===== config.mk =====
export PLATFORM = sky130hd
export DESIGN_NAME = vbr_abr_bitrate_selector_flat
export DESIGN_NICKNAME = d
export VERILOG_FILES = /design/src/rtl/core/vbrsel_pkg.sv /design/src/rtl/core/vbrsel_if.sv /design/src/rtl/core/vbr_abr_bitrate_selector.sv /design/src/flat_wrapper.sv
export SDC_FILE = /design/constraint.sdc
export NUM_CORES = 2
export LEC_CHECK = 0
export ABC_AREA = 1
export BUFFER_PORTS_ARGS = -buffer_cell sky130_fd_sc_hd__buf_2
export CAP_MARGIN = 20
export CORE_MARGIN = 3
export CORE_UTILIZATION = 45
export CTS_CLUSTER_DIAMETER = 60
export DETAILED_ROUTE_END_ITERATION = 10
export GPL_ROUTABILITY_DRIVEN = 1
export PLACE_DENSITY = 0.7
export SYNTH_ARGS = -nofsm -noshare
export SYNTH_HDL_FRONTEND = slang
export SYNTH_SLANG_ARGS = --single-unit

===== constraint.sdc =====
create_clock -name clk -period 23.9 [get_ports clk]
set_clock_uncertainty 0.1 [all_clocks]
set_input_delay 1.195 -clock clk [delete_from_list [all_inputs] [get_ports clk]]
set_output_delay 1.195 -clock clk [all_outputs]
set_load 0.005 [all_outputs]

===== src/rtl/core/vbrsel_pkg.sv =====
// Shared constants, register codes and the rate table of the bitrate selector.
`timescale 1ns / 1ps

package vbrsel_pkg;

  // Field widths
  localparam int CPLX_W   = 17;
  localparam int BYTES_W  = 12;
  localparam int KBPS_W   = 9;
  localparam int MODE_W   = 2;
  localparam int IDX_W    = 4;
  localparam int CFG_IDX_W = 2;
  localparam int BITS_W   = 48;
  localparam int FRAMES_W = 32;
  localparam int TGT_W    = 13;

  // Rate modes
  localparam logic [MODE_W-1:0] MODE_OFF = 2'd0;
  localparam logic [MODE_W-1:0] MODE_VBR = 2'd1;
  localparam logic [MODE_W-1:0] MODE_ABR = 2'd2;

  // Configuration register indexes
  localparam logic [CFG_IDX_W-1:0] CFG_RATE_MODE  = 2'd0;
  localparam logic [CFG_IDX_W-1:0] CFG_MIN_KBPS   = 2'd1;
  localparam logic [CFG_IDX_W-1:0] CFG_MAX_KBPS   = 2'd2;
  localparam logic [CFG_IDX_W-1:0] CFG_TARGET_KBPS = 2'd3;

  // Register values after reset
  localparam logic [KBPS_W-1:0] MIN_KBPS_RST = 9'd32;
  localparam logic [KBPS_W-1:0] MAX_KBPS_RST = 9'd320;

  localparam logic [CPLX_W-1:0] Q16_ONE = 17'h10000;
  localparam logic [TGT_W-1:0]  QUOT_CAP = 13'd4096;

  // Index codes
  localparam logic [IDX_W-1:0] IDX_OFF = 4'd9;
  localparam logic [IDX_W-1:0] IDX_TOP = 4'd14;

  typedef logic [KBPS_W-1:0] kbps_t;

  // Layer III rates, kbps, by index
  localparam kbps_t LEGAL_KBPS [15] = '{
    9'd0, 9'd32, 9'd40, 9'd48, 9'd56, 9'd64, 9'd80, 9'd96,
    9'd112, 9'd128, 9'd160, 9'd192, 9'd224, 9'd256, 9'd320
  };

  // Lowest legal rate in [lo, hi] at or above the target; failing that the
  // highest legal rate in range; failing that the top index.
  function automatic logic [IDX_W-1:0] pick_index(
    input logic [TGT_W-1:0]  tgt,
    input logic [KBPS_W-1:0] lo,
    input logic [KBPS_W-1:0] hi
  );
    logic [IDX_W-1:0] idx;
    logic             found;
    logic             in_rng;
    kbps_t            r;
    idx   = IDX_TOP;
    found = 1'b0;
    for (int i = 1; i < 15; i++) begin
      r      = LEGAL_KBPS[i];
      in_rng = (r >= lo) && (r <= hi);
      if (!found && in_rng && ({4'b0, r} >= tgt)) begin
        idx   = IDX_W'(i);
        found = 1'b1;
      end
    end
    if (!found) begin
      for (int i = 1; i < 15; i++) begin
        r = LEGAL_KBPS[i];
        if ((r >= lo) && (r <= hi)) begin
          idx = IDX_W'(i);
        end
      end
    end
    return idx;
  endfunction

endpackage


===== src/rtl/core/vbrsel_if.sv =====
// Handshake interfaces of the bitrate selector: request, response, configuration.
`timescale 1ns / 1ps

interface vbrsel_req_if;
  logic                            valid;
  logic                            ready;
  logic                            action;
  logic [vbrsel_pkg::CPLX_W-1:0]   complexity_q16;
  logic [vbrsel_pkg::BYTES_W-1:0]  frame_size_bytes;
  modport source (output valid, action, complexity_q16, frame_size_bytes, input ready);
  modport sink   (input valid, action, complexity_q16, frame_size_bytes, output ready);
endinterface

interface vbrsel_rsp_if;
  logic                          valid;
  logic                          ready;
  logic [vbrsel_pkg::IDX_W-1:0]  rate_index;
  modport source (output valid, rate_index, input ready);
  modport sink   (input valid, rate_index, output ready);
endinterface

interface vbrsel_cfg_if;
  logic                              valid;
  logic                              ready;
  logic [vbrsel_pkg::CFG_IDX_W-1:0]  index;
  logic [vbrsel_pkg::KBPS_W-1:0]     data;
  modport source (output valid, index, data, input ready);
  modport sink   (input valid, index, data, output ready);
endinterface


===== src/rtl/core/vbr_abr_bitrate_selector.sv =====
// Per-frame bitrate selector: top level with sequencer and shared multiplier.
//
// Chooses a Layer III bitrate index for the next frame from a Q16 complexity
// (clamped to 1.0) in variable (linear min..max mapping) or average bitrate
// mode, and returns index 9 when the mode is off. A record request adds the
// frame's bits and one frame to saturating running totals and gives no
// response; req.ready is high again the next cycle. A select request holds
// req.ready low until its result is in the response register: with the mode
// off it goes straight to the index pick; variable mode, and average mode
// while the target or a total is zero, make one pass through the one 26x32
// multiplier; average mode otherwise makes four passes, one wide add and a
// 13-step restoring divider whose quotient saturates at 4096 (the divider
// stops after its first step when it does). The response register holds a
// finished result while the next request is taken. Configuration writes are
// taken in any cycle and must only be issued while the block is idle.
`timescale 1ns / 1ps

module vbr_abr_bitrate_selector (
  input  logic       clk,
  input  logic       rst,
  vbrsel_req_if.sink   req,
  vbrsel_rsp_if.source rsp,
  vbrsel_cfg_if.sink   cfg
);
  import vbrsel_pkg::*;

  localparam int MUL_A_W = 26;
  localparam int MUL_B_W = 32;
  localparam int MUL_P_W = MUL_A_W + MUL_B_W;
  localparam int REM_W   = 75;
  localparam int CNT_W   = 4;
  localparam logic [CNT_W-1:0] DIV_TOP = 4'd12;

  typedef enum logic [8:0] {
    ST_IDLE    = 9'b000000001,
    ST_MUL_TC  = 9'b000000010,
    ST_MUL_T5  = 9'b000000100,
    ST_MUL_FLO = 9'b000001000,
    ST_MUL_FHI = 9'b000010000,
    ST_ADD     = 9'b000100000,
    ST_DIV     = 9'b001000000,
    ST_CLAMP   = 9'b010000000,
    ST_PICK    = 9'b100000000
  } state_t;

  // Configuration registers
  logic [MODE_W-1:0]   rate_mode;
  logic [KBPS_W-1:0]   min_rate_kbps;
  logic [KBPS_W-1:0]   max_rate_kbps;
  logic [KBPS_W-1:0]   average_target_kbps;

  // Running totals
  logic [BITS_W-1:0]   bits_accumulated;
  logic [FRAMES_W-1:0] frames_accumulated;

  // Sequencer and datapath
  state_t              state;
  state_t              state_next;
  logic [CPLX_W-1:0]   c_r;
  logic [MUL_P_W-1:0]  prod_r;
  logic [REM_W-1:0]    rem;
  logic [REM_W-1:0]    div_d;
  logic [11:0]         quot;
  logic [CNT_W-1:0]    cnt;
  logic [TGT_W-1:0]    t_r;
  logic                rsp_valid;
  logic [IDX_W-1:0]    rsp_index;

  logic [MUL_A_W-1:0]  mul_a;
  logic [MUL_B_W-1:0]  mul_b;
  logic [MUL_P_W-1:0]  mul_p;
  logic                mode_off;
  logic                mode_vbr;
  logic                avg_fast;
  logic                span_neg;
  logic [KBPS_W-1:0]   span_abs;
  logic [11:0]         t5;
  logic [REM_W-1:0]    d_init;
  logic                div_ge;
  logic [TGT_W-1:0]    t_vbr;
  logic [TGT_W-1:0]    t_avg;
  logic [TGT_W-1:0]    t_lo;
  logic [TGT_W-1:0]    t_clamped;
  logic                req_fire;
  logic                pick_fire;
  logic [BITS_W:0]     bits_sum;

  assign mode_off = (rate_mode == MODE_OFF);
  assign mode_vbr = (rate_mode == MODE_VBR);
  // Undefined mode code behaves as average mode: anything not off or VBR.
  assign avg_fast = (average_target_kbps == '0) || (bits_accumulated == '0) ||
                    (frames_accumulated == '0);

  assign span_neg = (max_rate_kbps < min_rate_kbps);
  assign span_abs = span_neg ? (min_rate_kbps - max_rate_kbps)
                             : (max_rate_kbps - min_rate_kbps);
  // Target times five, fed to the second multiply
  assign t5 = {1'b0, average_target_kbps, 2'b00} + {3'b000, average_target_kbps};

  // Divisor B*12544 pre-shifted by the 12 quotient bits: 12544 = 49 << 8
  assign d_init = REM_W'({bits_accumulated, 25'b0}) + REM_W'({bits_accumulated, 24'b0}) +
                  REM_W'({bits_accumulated, 20'b0});

  // Shared multiplier: operand selection by sequencer step
  always_comb begin
    mul_a = '0;
    mul_b = '0;
    case (state)
      ST_MUL_TC: begin
        mul_a = MUL_A_W'(c_r);
        mul_b = mode_vbr ? MUL_B_W'(span_abs) : MUL_B_W'(average_target_kbps);
      end
      ST_MUL_T5: begin
        mul_a = prod_r[MUL_A_W-1:0];
        mul_b = MUL_B_W'(t5);
      end
      ST_MUL_FLO: begin
        mul_a = MUL_A_W'(prod_r[15:0]);
        mul_b = frames_accumulated;
      end
      ST_MUL_FHI: begin
        mul_a = MUL_A_W'(prod_r[37:16]);
        mul_b = frames_accumulated;
      end
      default: begin
        mul_a = '0;
        mul_b = '0;
      end
    endcase
  end

  assign mul_p = {{MUL_B_W{1'b0}}, mul_a} * {{MUL_A_W{1'b0}}, mul_b};

  assign div_ge = (rem >= div_d);

  // Target formation and clamp to [min, max] for average mode
  assign t_vbr = span_neg ? (TGT_W'(min_rate_kbps) - TGT_W'(prod_r[25:16]))
                          : (TGT_W'(min_rate_kbps) + TGT_W'(prod_r[25:16]));
  assign t_avg = avg_fast ? TGT_W'(prod_r[25:16]) : t_r;
  assign t_lo  = (t_avg < TGT_W'(min_rate_kbps)) ? TGT_W'(min_rate_kbps) : t_avg;
  assign t_clamped = (t_lo > TGT_W'(max_rate_kbps)) ? TGT_W'(max_rate_kbps) : t_lo;

  // Take nothing while reset is held
  assign req.ready = (state == ST_IDLE) && !rst;
  assign req_fire  = req.valid && req.ready;
  assign pick_fire = (state == ST_PICK) && (!rsp_valid || rsp.ready);

  assign rsp.valid      = rsp_valid;
  assign rsp.rate_index = rsp_index;
  assign cfg.ready      = !rst;

  assign bits_sum = {1'b0, bits_accumulated} + (BITS_W + 1)'({req.frame_size_bytes, 3'b000});

  // Sequencer
  always_comb begin
    state_next = state;
    case (state)
      ST_IDLE: begin
        if (req_fire && !req.action) begin
          state_next = mode_off ? ST_PICK : ST_MUL_TC;
        end
      end
      ST_MUL_TC:  state_next = (mode_vbr || avg_fast) ? ST_CLAMP : ST_MUL_T5;
      ST_MUL_T5:  state_next = ST_MUL_FLO;
      ST_MUL_FLO: state_next = ST_MUL_FHI;
      ST_MUL_FHI: state_next = ST_ADD;
      ST_ADD:     state_next = ST_DIV;
      ST_DIV: begin
        // Saturate on the first step, else run down to the last bit
        if ((cnt == DIV_TOP && div_ge) || cnt == '0) begin
          state_next = ST_CLAMP;
        end
      end
      ST_CLAMP:   state_next = ST_PICK;
      ST_PICK: begin
        if (pick_fire) begin
          state_next = ST_IDLE;
        end
      end
      default:    state_next = ST_IDLE;
    endcase
  end

  always_ff @(posedge clk) begin
    if (rst) begin
      state <= ST_IDLE;
    end else begin
      state <= state_next;
    end
  end

  // Configuration writes; indexes past the list are dropped
  always_ff @(posedge clk) begin
    if (rst) begin
      rate_mode           <= MODE_OFF;
      min_rate_kbps       <= MIN_KBPS_RST;
      max_rate_kbps       <= MAX_KBPS_RST;
      average_target_kbps <= '0;
    end else if (cfg.valid && cfg.ready) begin
      case (cfg.index)
        CFG_RATE_MODE:   rate_mode           <= cfg.data[MODE_W-1:0];
        CFG_MIN_KBPS:    min_rate_kbps       <= cfg.data;
        CFG_MAX_KBPS:    max_rate_kbps       <= cfg.data;
        CFG_TARGET_KBPS: average_target_kbps <= cfg.data;
        default: ;
      endcase
    end
  end

  // Running totals: both saturate at all ones
  always_ff @(posedge clk) begin
    if (rst) begin
      bits_accumulated   <= '0;
      frames_accumulated <= '0;
    end else if (req_fire && req.action) begin
      bits_accumulated <= bits_sum[BITS_W] ? {BITS_W{1'b1}} : bits_sum[BITS_W-1:0];
      if (frames_accumulated != {FRAMES_W{1'b1}}) begin
        frames_accumulated <= frames_accumulated + 1'b1;
      end
    end
  end

  // Datapath registers
  always_ff @(posedge clk) begin
    case (state)
      ST_IDLE: begin
        // Clamp complexity to 1.0 and preload the shifted divisor
        c_r   <= (req.complexity_q16 > Q16_ONE) ? Q16_ONE : req.complexity_q16;
        div_d <= d_init;
      end
      ST_MUL_TC, ST_MUL_T5, ST_MUL_FHI: begin
        prod_r <= mul_p;
      end
      ST_MUL_FLO: begin
        // Low partial product of the dividend; prod_r keeps the high half
        rem <= REM_W'(mul_p);
      end
      ST_ADD: begin
        rem <= rem + REM_W'({prod_r[53:0], 16'b0});
        cnt <= DIV_TOP;
      end
      ST_DIV: begin
        if (cnt == DIV_TOP && div_ge) begin
          t_r <= QUOT_CAP;
        end else begin
          if (div_ge) begin
            rem <= rem - div_d;
          end
          quot  <= {quot[10:0], div_ge};
          div_d <= div_d >> 1;
          cnt   <= cnt - 1'b1;
          if (cnt == '0) begin
            t_r <= {1'b0, quot[10:0], div_ge};
          end
        end
      end
      ST_CLAMP: begin
        t_r <= mode_vbr ? t_vbr : t_clamped;
      end
      default: ;
    endcase
  end

  // Response register: hold a result until transferred
  always_ff @(posedge clk) begin
    if (rst) begin
      rsp_valid <= 1'b0;
    end else if (pick_fire) begin
      rsp_valid <= 1'b1;
    end else if (rsp.ready) begin
      rsp_valid <= 1'b0;
    end
  end

  always_ff @(posedge clk) begin
    if (pick_fire) begin
      rsp_index <= mode_off ? IDX_OFF : pick_index(t_r, min_rate_kbps, max_rate_kbps);
    end
  end

endmodule


===== src/flat_wrapper.sv =====
// flat-port wrapper written by rule: the top's interface ports become plain ports
module vbr_abr_bitrate_selector_flat import vbrsel_pkg::*;
  (clk, rst, req_valid, req_action, req_complexity_q16, req_frame_size_bytes, req_ready, rsp_valid, rsp_rate_index, rsp_ready, cfg_valid, cfg_index, cfg_data, cfg_ready);
  vbrsel_req_if req_i ();
  vbrsel_rsp_if rsp_i ();
  vbrsel_cfg_if cfg_i ();
  input  logic clk;
  input  logic rst;
  input wire logic [$bits(req_i.valid)-1:0] req_valid;
  input wire logic [$bits(req_i.action)-1:0] req_action;
  input wire logic [$bits(req_i.complexity_q16)-1:0] req_complexity_q16;
  input wire logic [$bits(req_i.frame_size_bytes)-1:0] req_frame_size_bytes;
  output wire logic [$bits(req_i.ready)-1:0] req_ready;
  output wire logic [$bits(rsp_i.valid)-1:0] rsp_valid;
  output wire logic [$bits(rsp_i.rate_index)-1:0] rsp_rate_index;
  input wire logic [$bits(rsp_i.ready)-1:0] rsp_ready;
  input wire logic [$bits(cfg_i.valid)-1:0] cfg_valid;
  input wire logic [$bits(cfg_i.index)-1:0] cfg_index;
  input wire logic [$bits(cfg_i.data)-1:0] cfg_data;
  output wire logic [$bits(cfg_i.ready)-1:0] cfg_ready;
  assign req_i.valid = req_valid;
  assign req_i.action = req_action;
  assign req_i.complexity_q16 = req_complexity_q16;
  assign req_i.frame_size_bytes = req_frame_size_bytes;
  assign req_ready = req_i.ready;
  assign rsp_valid = rsp_i.valid;
  assign rsp_rate_index = rsp_i.rate_index;
  assign rsp_i.ready = rsp_ready;
  assign cfg_i.valid = cfg_valid;
  assign cfg_i.index = cfg_index;
  assign cfg_i.data = cfg_data;
  assign cfg_ready = cfg_i.ready;
  vbr_abr_bitrate_selector u_core (.clk(clk), .rst(rst), .req(req_i), .rsp(rsp_i), .cfg(cfg_i));
endmodule

# ---- Word-level counts from Yosys, hierarchy flattened
# Index checks and enable logic that the tools add are counted.
dict set report classes {
  mux 85
  n_reduce_logical 93
  addsub 12
  n_bitwise 1
  mul 1
  n_eq_ne 21
  n_lt_le_gt_ge 47
}
# operator count
set ops {}
lappend ops {{$mux 75} 3}
lappend ops {{$pmux 75 s3} 1}
lappend ops {{$pmux 75 s2} 1}
lappend ops {{$mux 4} 30}
lappend ops {{$pmux 26 s4} 1}
lappend ops {{$pmux 32 s3} 1}
lappend ops {{$mux 13} 7}
lappend ops {{$pmux 9 s9} 1}
lappend ops {{$add 75x68->75} 1}
lappend ops {{$add 75x70->75} 1}
lappend ops {{$ge 75x75->1} 1}
lappend ops {{$sub 75x75->75} 1}
lappend ops {{$add 73x72->74} 1}
lappend ops {{$mul 26x32->58} 1}
lappend ops {{$mux 9} 6}
lappend ops {{$ge 6x13->1 const A} 4}
lappend ops {{$ge 7x13->1 const A} 4}
lappend ops {{$ge 8x13->1 const A} 4}
lappend ops {{$add 48x15->49} 1}
lappend ops {{$logic_and 1x1->1} 48}
lappend ops {{$logic_not 48->1} 1}
lappend ops {{$mux 48} 1}
lappend ops {{$ge 6x9->1 const A} 4}
lappend ops {{$ge 7x9->1 const A} 4}
lappend ops {{other kinds (50)} 132}
dict set report totals {
  regBits 372
}

# ---- Logic depth before layout (Yosys ltp)
dict set report depth {
  ltp_word 84
  depth_mapped 49
  depth_no_buf 47
}

# ---- Worst setup path before layout
# OpenSTA, ideal clock, no wires.
dict set report synth_timing {
  path_kind {reg-to-reg}
  from {register u_core.max_rate_kbps[4]}
  to {register u_core.rem[55], data pin}
  arrival_ps 8604
  setup_time_ps 264
  slack_ps 14933
  required_time_ps 23536
  stages_incl_launch_ff 48
  path_buffers 3
  cell_sequence {dfxtp_1 > inv_1 > ha_1 > buf_2 > a21oi_1 > inv_1 > a21oi_1 > o21ai_0 > a21o_1 > a21oi_2 > inv_1 > buf_2 > o21ai_0 > o31ai_1 > xnor2_1 > nand2_1 > o211ai_1 > nand2_1 > [... 12 more ...] > inv_1 > fa_1 > ha_1 > nand2_1 > nor2_1 > nand2_1 > nor2_1 > nand2_1 > o211ai_1 > a21oi_1 > o21ai_0 > nand2_1 > a31oi_1 > nand3_1 > nand2_1 > a21oi_1 > o21ai_0 > nand3_1}
}
dict set report synth_between {
  elab_chain_cells 6
  elab_cells_between_ends 8
  cone_classes {add/sub: 2; mul: 1; order compare: 1; mux: 4}
}
# element line
set synth_rtl {}
lappend synth_rtl {{from (decl)} vbr_abr_bitrate_selector.sv:49} ;# logic [KBPS_W-1:0] max_rate_kbps;
lappend synth_rtl {{from (signal assigned)} vbr_abr_bitrate_selector.sv:203} ;# CFG_MAX_KBPS: max_rate_kbps <= cfg.data;
lappend synth_rtl {{$sub 9x9->9, or another cell as far along} vbr_abr_bitrate_selector.sv:96} ;# : (max_rate_kbps - min_rate_kbps);
lappend synth_rtl {{$mux 9 *} vbr_abr_bitrate_selector.sv:95} ;# assign span_abs = span_neg ? (min_rate_kbps - max_rate_kbps)
lappend synth_rtl {{$mux 9 *} vbr_abr_bitrate_selector.sv:111} ;# mul_b = mode_vbr ? MUL_B_W'(span_abs) : MUL_B_W'(average_target_kbps);
lappend synth_rtl {{$pmux 32 s3 *} vbr_abr_bitrate_selector.sv:108} ;# case (state)
lappend synth_rtl {{$mul 26x32->58 *} vbr_abr_bitrate_selector.sv:132} ;# assign mul_p = {{MUL_B_W{1'b0}}, mul_a} * {{MUL_A_W{1'b0}}, mul_b};
lappend synth_rtl {{$pmux 75 s3 *} vbr_abr_bitrate_selector.sv:225} ;# case (state)
lappend synth_rtl {{to (signal assigned)} vbr_abr_bitrate_selector.sv:236} ;# rem <= REM_W'(mul_p);
lappend synth_rtl {{to (signal assigned)} vbr_abr_bitrate_selector.sv:239} ;# rem <= rem + REM_W'({prod_r[53:0], 16'b0});
lappend synth_rtl {{to (signal assigned)} vbr_abr_bitrate_selector.sv:247} ;# rem <= rem - div_d;
lappend synth_rtl {{to (decl)} vbr_abr_bitrate_selector.sv:61} ;# logic [REM_W-1:0] rem;
# Every way passes the cells marked *; elsewhere a longest branch is shown, timed or not.
# A chain may end at the register's enable or synchronous reset.

# ---- Worst setup path in the final report
dict set report layout_timing {
  from {register u_core.max_rate_kbps[4]}
  to {register u_core.rem[41], data pin}
}
dict set report layout_between {
  elab_chain_cells 6
  elab_cells_between_ends 8
  cone_classes {add/sub: 2; mul: 1; order compare: 1; mux: 4}
}
# element line
set layout_rtl {}
lappend layout_rtl {{$sub 9x9->9, or another cell as far along} vbr_abr_bitrate_selector.sv:96}
lappend layout_rtl {{$mux 9 *} vbr_abr_bitrate_selector.sv:95}
lappend layout_rtl {{$mux 9 *} vbr_abr_bitrate_selector.sv:111}
lappend layout_rtl {{$pmux 32 s3 *} vbr_abr_bitrate_selector.sv:108}
lappend layout_rtl {{$mul 26x32->58 *} vbr_abr_bitrate_selector.sv:132}
lappend layout_rtl {{via u_core.mul_p[41]} vbr_abr_bitrate_selector.sv:71} ;# logic [MUL_P_W-1:0] mul_p;
lappend layout_rtl {{$pmux 75 s3 *} vbr_abr_bitrate_selector.sv:225}
# Mark *: on every way through the listed nets, which the timed path passes. The rest lies on a longest branch.

==> metrics <==
postcts setup bufs 0; first-pass GRT wire length approximately 310000 µm; CTS H-tree lvls 2; Met2 Routed Length 87800 µm; Crit-path slowest cell nand2_1; synthesized flop and latch total 370; number of synthesized flops with an enable pin 253; clock transition at the registers of the reported paths 60 ps; MaxCap Viol Count 0; DRC 0; Tot GR Track Use 30.5%; top cells by count, synth 1570 x inv_1, 1414 x nand2_1, 810 x nor2_1; cell mode on critical path fa_1; CTS Sinks 370; Seq/Total Area, Yosys about 17%; Worst setup SP type flip-flop; mux share of post-synthesis cell area 0%; Avg Synthesized Cell Area 7.59 µm²; Final Slew Violations 0; clock root buffer clkbuf_16; synthesis-to-layout area growth 7.92%; grt ovf 0; leakage power 29.9 nW; Synth async-reset ratio 0%; largest family of logic cells by synthesized area adder cells; placeable core area about 0.13 mm²; fmax 81.9 MHz; Post-DP HPWL 167000 µm; Least-Margin Pin Slew roughly 1300 ps; top cell type's share of synthesized area 25.1%; number of antenna violations at the first check in global routing 3; drt pass-1 iters 8; setup violators final 0; gpl congestion roughly 1.0; top sig layer met5; Rows 131; Compound-Gate Fraction of Synth Area 13.8%; Final ANT Viol Nets 0; largest net degree at the start of global routing 80; PD cells 50.2 mW/mm²; fraction of the mapped netlist area in adder cells 36.1%; dominant synthesized flop cell edfxtp_1; vias per cell between 5 and 6; Setup TNS Final 0 ps; Worst Hold Class flip-flop to flip-flop; I/O pin cnt 53; fraction of layout cells with a size suffix above 1 4.28%; DIE HEIGHT 365 µm; status complete, no violations; ranking of synthesized cells by area fa_1 25%, edfxtp_1 13%, ha_1 11%; Worst slew margin 15.1%; Period minus WS final 12210 ps; Die ar. 0.133 mm²; simple-gate area share of the yosys netlist 18.7%; Worst path max stage delay ~730 ps; Starting DRT DRC Count between 5000 and 6000; Initial Utilization between 40% and 50%; Post-Synth XOR/XNOR Area 2.85%; post-synth cell types 69; synthesized area 0.0581 mm²; die extent in x 365 µm; latest clock arrival within the worst-skew pair 680 ps; kind of critical path flip-flop to flip-flop; most area-hungry cell type in the Yosys netlist fa_1; post-route clock period utilization 51.1%; nets@finish 9020; top-count cell post-synth inv_1; vias in the first global route approximately 52000; Worst VDD drop 0.0717 mV; CTS resizes 0; I/O Buffers 52; synth warn 0; Pwr Total ~3.1 mW; routed len/inst 21.7 µm; CTS Buf Count 57; routed wl met3 20900 µm; hold_buf cts 0; Worst EP arrival approximately 13000 ps; RSZ-0062 raised after global routing no; final hold violation count 0; crit-path max FO 20; CTS tree done; Mapped Cells 7647; Setup crit end kind flip-flop; flop-to-flop setup slack approximately 12000 ps; Req. time, crit path 24300 ps; Metal-1 WL 87300 µm; Longest Clk Path Bufs 3; via count 53346; total wire length a little over 200000 µm
metrics by stage:
step	area [µm²]	worst slack, ps	std cells	hold slack [ps]	utilization, %
2_1_floorplan	58400	14930	7725	327	-
3_3_place_gp	60700	12130	9332	333	47.5
3_5_place_dp	60700	12030	9334	343	47.5
4_1_cts	62600	12030	9442	355	49.0
5_1_grt	62700	11050	9444	376	49.0
6_report	62700	11690	9449	354	49.0
state kept, by name, summed over array words and instances, names as in the netlist:
signal                      count
u_core.cnt                      4
u_core.bits_accumulated        46
u_core.t_r                     13
u_core.quot                    11
u_core.state                    9
u_core.average_target_kbps      9
u_core.max_rate_kbps            9
u_core.c_r                     17
u_core.min_rate_kbps            9
u_core.frames_accumulated      32
u_core.rsp.valid                1
u_core.rate_mode                2
u_core.div_d                   75
u_core.rsp.rate_index           4
u_core.prod_r                  54
u_core.rem                     75
layout by cell type (no fill, tap or decap), types with 13 or more instances in the layout:
cell type  synthesis  layout
nand2_1         1414    1412
dfxtp_1          117     117
or2_2             50      50
xnor2_1           77      77
a221oi_1          14      14
o21ai_0          431     431
buf_4              1      73
o211ai_1          61      61
fa_1             727     727
a21o_1            22      22
nor2_1           810     802
buf_2              8      53
xor2_1           112     112
ha_1             514     514
a31oi_1          104     104
o221ai_1          31      31
inv_1           1570    1566
nand4_1           62      62
nor3_1            61      60
o21a_1            33      33
o31ai_1           20      20
nor4_1            35      34
nand3_1          195     195
a21oi_1          606     600
inv_6              0      13
o21bai_1          17      17
clkbuf_16          0      57
a21boi_0          13      13
edfxtp_1         253     253
conb_1             2      80
metal layers:
metal | global-route usage [%] | vias to the layer above
met1 | 42.4 | 26153
met4 | 11.6 | 6
met2 | 45.8 | 2296
met5 | 0.944 | -
li1 | - | 24497
met3 | 7.55 | 394
logic make-up (layout without fill, tap and decap cells):
family,Yosys count,in the layout
buf+inv,1761,1818
simple gates,2665,2665
flops,370,370
fa+ha+maj,1241,1241
other cells,2,85
xor+xnor,189,189
compound gates,1419,1419
report_power, final:
| group | leakage [nW] | internal (mW) | total [mW] | switching (mW) |
|---|---|---|---|---|
| Sequential | 3.26 | 0.827 | 0.879 | 0.0521 |
| Combinational | 25.8 | 0.450 | 1.41 | 0.958 |
| Clock | 0.918 | 0.492 | 0.859 | 0.367 |
| Total | 29.9 | 1.77 | 3.15 | 1.38 |
worst max-delay path, delay by kind of cell, from the launching register on:
family                     cells  cell delay [ps]
and+or+nand+nor                8             2310
AOI/OAI and AO/OA             13             2940
buffers and inverters          6             1410
xor gates and xnor gates       2              420
adders and majority gates      9             4460
DFF                            1              390
final cells by class:
type                            count  area [µm²]
Inverter                         1581        5940
Timing Repair Buffer              129         896
Tap cell                         1662        2080
Clock buffer                       65        1460
Antenna cell                        5        12.5
Multi-Input combinational cell   5594       41900
Sequential cell                   370        9940
Clock inverter                     43         429
Fill cell                       12604       65200
worst paths after layout:
| check | cells past startpoint | to | startpoint |
|---|---|---|---|
| setup reg to reg | 38 | u_core.rem[41] | u_core.max_rate_kbps[4] |
| hold reg to reg | 0 | u_core.quot[5] | u_core.quot[4] |
| setup / recovery | 38 | u_core.rem[41] | u_core.max_rate_kbps[4] |
| hold / removal | 0 | u_core.quot[5] | u_core.quot[4] |
(Power assumes the default switching activity.)
